### src/design/ibtm_ram.sv
`default_nettype none
module ibtm_ram #(
    parameter int WIDTH = 48,
    parameter int DEPTH = 32
) (
    input  wire logic                     clk,
    input  wire logic                     wr_en,
    input  wire logic [$clog2(DEPTH)-1:0] wr_addr,
    input  wire logic [WIDTH-1:0]         wr_data,
    input  wire logic [$clog2(DEPTH)-1:0] rd_addr,
    output logic      [WIDTH-1:0]         rd_data
);
    logic [WIDTH-1:0] mem [DEPTH];

    always_ff @(posedge clk)
    begin
        if (wr_en)
        begin
            mem[wr_addr] <= wr_data;
        end
        rd_data <= mem[rd_addr];
    end
endmodule
`default_nettype wire

### config.mk
export PLATFORM = sky130hd
export DESIGN_NAME = ibtm_ram
export DESIGN_NICKNAME = d
export VERILOG_FILES = /design/src/design/ibtm_ram.sv
export SDC_FILE = /design/constraint.sdc
export NUM_CORES = 1
export LEC_CHECK = 0
export BUFFER_PORTS_ARGS = -buffer_cell sky130_fd_sc_hd__buf_2
export CAP_MARGIN = 20
export CORE_ASPECT_RATIO = 2
export CORE_MARGIN = 2
export CORE_UTILIZATION = 45
export CTS_BUF_LIST = sky130_fd_sc_hd__clkbuf_4 sky130_fd_sc_hd__clkbuf_8 sky130_fd_sc_hd__clkbuf_16
export DETAILED_ROUTE_END_ITERATION = 10
export PLACE_DENSITY_LB_ADDON = 0.3
export SETUP_SLACK_MARGIN = 0.4
export SYNTH_ARGS = -nofsm -noshare
export SYNTH_HDL_FRONTEND = slang
export SYNTH_SLANG_ARGS = --single-unit
### constraint.sdc
create_clock -name clk -period 5.05 [get_ports clk]
set_input_delay 0.505 -clock clk [delete_from_list [all_inputs] [get_ports clk]]
set_output_delay 0.505 -clock clk [all_outputs]
set_load 0.05 [all_outputs]
## Word level (Yosys, flattened, before mapping)

Memory sizes are Yosys's and may differ from the RTL's. A register that Yosys moved wholly into a read port is not among the register bits.
Index checks and enable logic that the tools add are counted.
Widths: inputs -> output; s select.

- Flip-flop bits (word level): 0
- RAM bits: 1536
- Input bits: 60
- Output and inout bits: 48
- Logic and storage cells: 3
- Memories kept: 1

Memories:

| memory | depth | width | rd ports | clocked after Yosys merged registers in | wr ports | line | text |
|---|---|---|---|---|---|---|---|
| mem | 32 | 48 | 1 | 1 | 1 | 13 | `logic [WIDTH-1:0] mem [DEPTH];` |

- Multiplexer cells: 2

Operators by type and width:

| kind | count |
|---|---|
| $mux 1 | 2 |

## Depth between registers and ports, before layout

- Word-level depth: 2
- Depth in mapped cells: 8
- Depth with buffers taken out: 5

## Worst setup path after synthesis

OpenSTA, ideal clock, no wires.

- Path type: input to register
- From: input port wr_addr[1]
- To: memory mem[12][0], enable pin
- Library setup time: 0.454 ns
- Data arrival time: 3.179 ns
- Data required time: 4.596 ns
- Slack: 1.417 ns
- Stages on the path: 3
- Buffers on the path: 1
- Cell sequence: or3b_2 -> clkbuf_1 -> nor2_1

RTL lines:

| what | line | text |
|---|---|---|
| from (decl) | 8 | `input wire logic [$clog2(DEPTH)-1:0] wr_addr,` |
| to (decl) | 13 |  |

No word-level cell before the write port.

## Final worst setup path

- From: input port wr_addr[1]
- To: memory mem[25][30], enable pin

No word-level cell before the write port.

==> impl_results.md <==
* Status: complete, no violations
* Fin. Hold Viols at 0
* Die ar. at 0.1381 mm²
* Final std cells w/o fill at 5367
* Biggest area consumer among synthesized cells: edfxtp_1
* Residual DRC at 0
* Least-Margin Pin Slew at 1.178 ns
* Placer Congestion at 0.8389
* Clk buf depth at 3
* Final slew viol count at 0
* CP Capture Type: flip-flop
* Total negative slack at 0 ns
* Final worst-path cycle share at 0.4964
* CTS tree: yes
* Post-placement cell area at 0.06367 mm²
* Clock slew at reported path FFs at 0.07 ns
* Fraction of layout cells with a size suffix above 1 at 0.1317
* Ys async rst share at 0
* Die Y at 523.5 µm
* Mean Syn Cell Area at 18.05 µm²
* Layout Nets at 3592
* CP Max Fanout at 28
* Initial Util at 0.4529
* Largest net degree at the start of global routing at 60
* Post-synthesis sequential area ratio at 0.7754
* Clock Skew at 0.03603 ns
* Global-route usage over all layers at 0.2257
* 1st-iter DRT viols at 2519
* Post-synth EDFFs at 1536
* Die width at 263.8 µm
* I/O Buffers at 107
* Min Tclk post-route at 2.507 ns
* Rows at 190
* Vias in the first global route at 31246
* Drt first pass iters at 6
* H-tree levels at 4
* First-pass GRT wire length at 222.3 mm
* Synth cell count leaders: edfxtp_1, mux2i_1, nand2_1, nand3_1
* Clock Sinks at 1584
* Final setup fails at 0
* Final critical-path setup slack at 2.543 ns
* WS Path Type: in2reg
* Post-CTS setup repair buffer count at 0
* Overflow after GRT at 0
* Design area at 0.06803 mm²
* Number of CTS-inserted buffers at 130
* Max-Cap Viols at 0
* Cells after DPL at 5126
* Syn. warnings at 0
* Largest cells by area after synthesis: edfxtp_1, mux2i_1, a22oi_1
* Worst-Skew Late Latency at 0.75 ns
* Startpoint Class: primary input
* Post_cts resized at 0
* Slew headroom at 0.2146
* HP Class: in2reg
* Total number of vias at 31134
* Lkg Pwr at 23.61 nW
* Ys flop type: edfxtp_1
* Max VDD drop at 0.4191 mV
* Routed length per instance at 29.30 µm
* Yosys reg bits at 1584
* Boundary pin count at 108
* Hold Buf Count CTS at 0
* Core region area at 0.1341 mm²
* P&R area growth vs syn at 12.04%
* Share of the synthesized area in the top cell type at 0.7596
* Maximum clock frequency at 398.9 MHz
* RSZ-0062 raised after global routing: false
* Number of unique standard cell types used by synthesis at 26
* DPL Wire Length at 98.33 mm
* Syn Std Cell Area at 0.06072 mm²
* Root buffer cell: clkbuf_16
* Syn Nets at 3424
* WP data required at 5.46 ns
* Critical Path AT at 2.92 ns
* Final core utilization at 0.5074
* Most common cell in the netlist: edfxtp_1
* Power Density at 390.1 mW/mm²
* Post-synthesis instance total at 3364
* Initial antenna violation count at 10
* Post-Place Worst Slack at 1.780 ns
* Drt total wl at 157.2 mm
* Vias per cell at 5.801
* ANT nets after route at 0
[area by class of cell]
cell class	count	area [µm²]
clock inverter	83	817.0
timing repair buffer	227	1799
multi-input combinational	1589	12670
clock buffer	153	3492
tap	1728	2162
sequential	1584	47090
fill	10866	66040
antenna	3	7.507
[metrics by stage]
stage                     hold WS [ns]  total power [mW]
after floorplan                 0.5537             15.89
after global placement          0.5805             16.61
after detailed placement        0.5922             16.63
after CTS                       0.2544             26.69
after global routing            0.2874             27.21
final                           0.3157             26.54
[metal layers]
layer  vias up  GRT usage  share of wire  wire, µm
li1      13680          -              -         -
met1     16263     0.2559           0.36     57370
met2       925     0.4274           0.55     87030
met3       254    0.03004          0.043      6798
met4        12    0.08945          0.038      5965
met5         -          0        0.00052        82
[cells in the final DEF, fill, tap and decap left out, drive strengths merged]
master    Yosys  routed
nand3b        5       5
inv           0       6
or3           1       1
buf         131     227
or2           1       1
or3b          3       3
diode         0       3
a22o         96      96
nand2b        2       2
clkinv        0      57
a31oi        48      48
clkinvlp      0       8
nand3       146     146
and2b         1       1
dfxtp        48      48
nor2b         1       1
nand2       146     146
edfxtp     1536    1536
a21oi       144     144
bufinv        0      12
nor3         48      48
and2          1       1
clkbuf       60     153
a22oi       144     144
nor2         34      34
mux2i       768     768
[flip-flops by register name, summed over array words and instances (netlist names)]
register / count
mem: 1536
rd_data: 48
[worst paths after layout]
kind	slack, ns	startpoint	depth (start not counted)	endpoint
max	2.54	wr_addr[1]	4	mem[25][30]
min	0.32	wr_data[35]	1	mem[4][35]
max reg2reg	3.34	mem[6][25]	5	rd_data[25]
min reg2reg	0.60	mem[27][44]	4	rd_data[44]
[cell families after synthesis]
family          count (synthesis)  share of synthesized area
compound gates                432                    0.04846
flops                        1584                     0.7754
buf+inv                       191                    0.02065
mux                           768                     0.1266
simple gates                  389                    0.02891
[worst max-delay path: stages]
cell      delay [ns]
buf_2           0.15
nand3b_1        0.66
nor2_4          1.10
buf_4           0.47
[power breakdown]
part / internal (mW) / switching (mW) / total (mW)
sequential: 14.6 / 0.0867 / 14.7
clock: 5.62 / 4.60 / 10.2
combinational: 0.454 / 1.18 / 1.63
No activity file was read; power rests on OpenSTA's default activity.
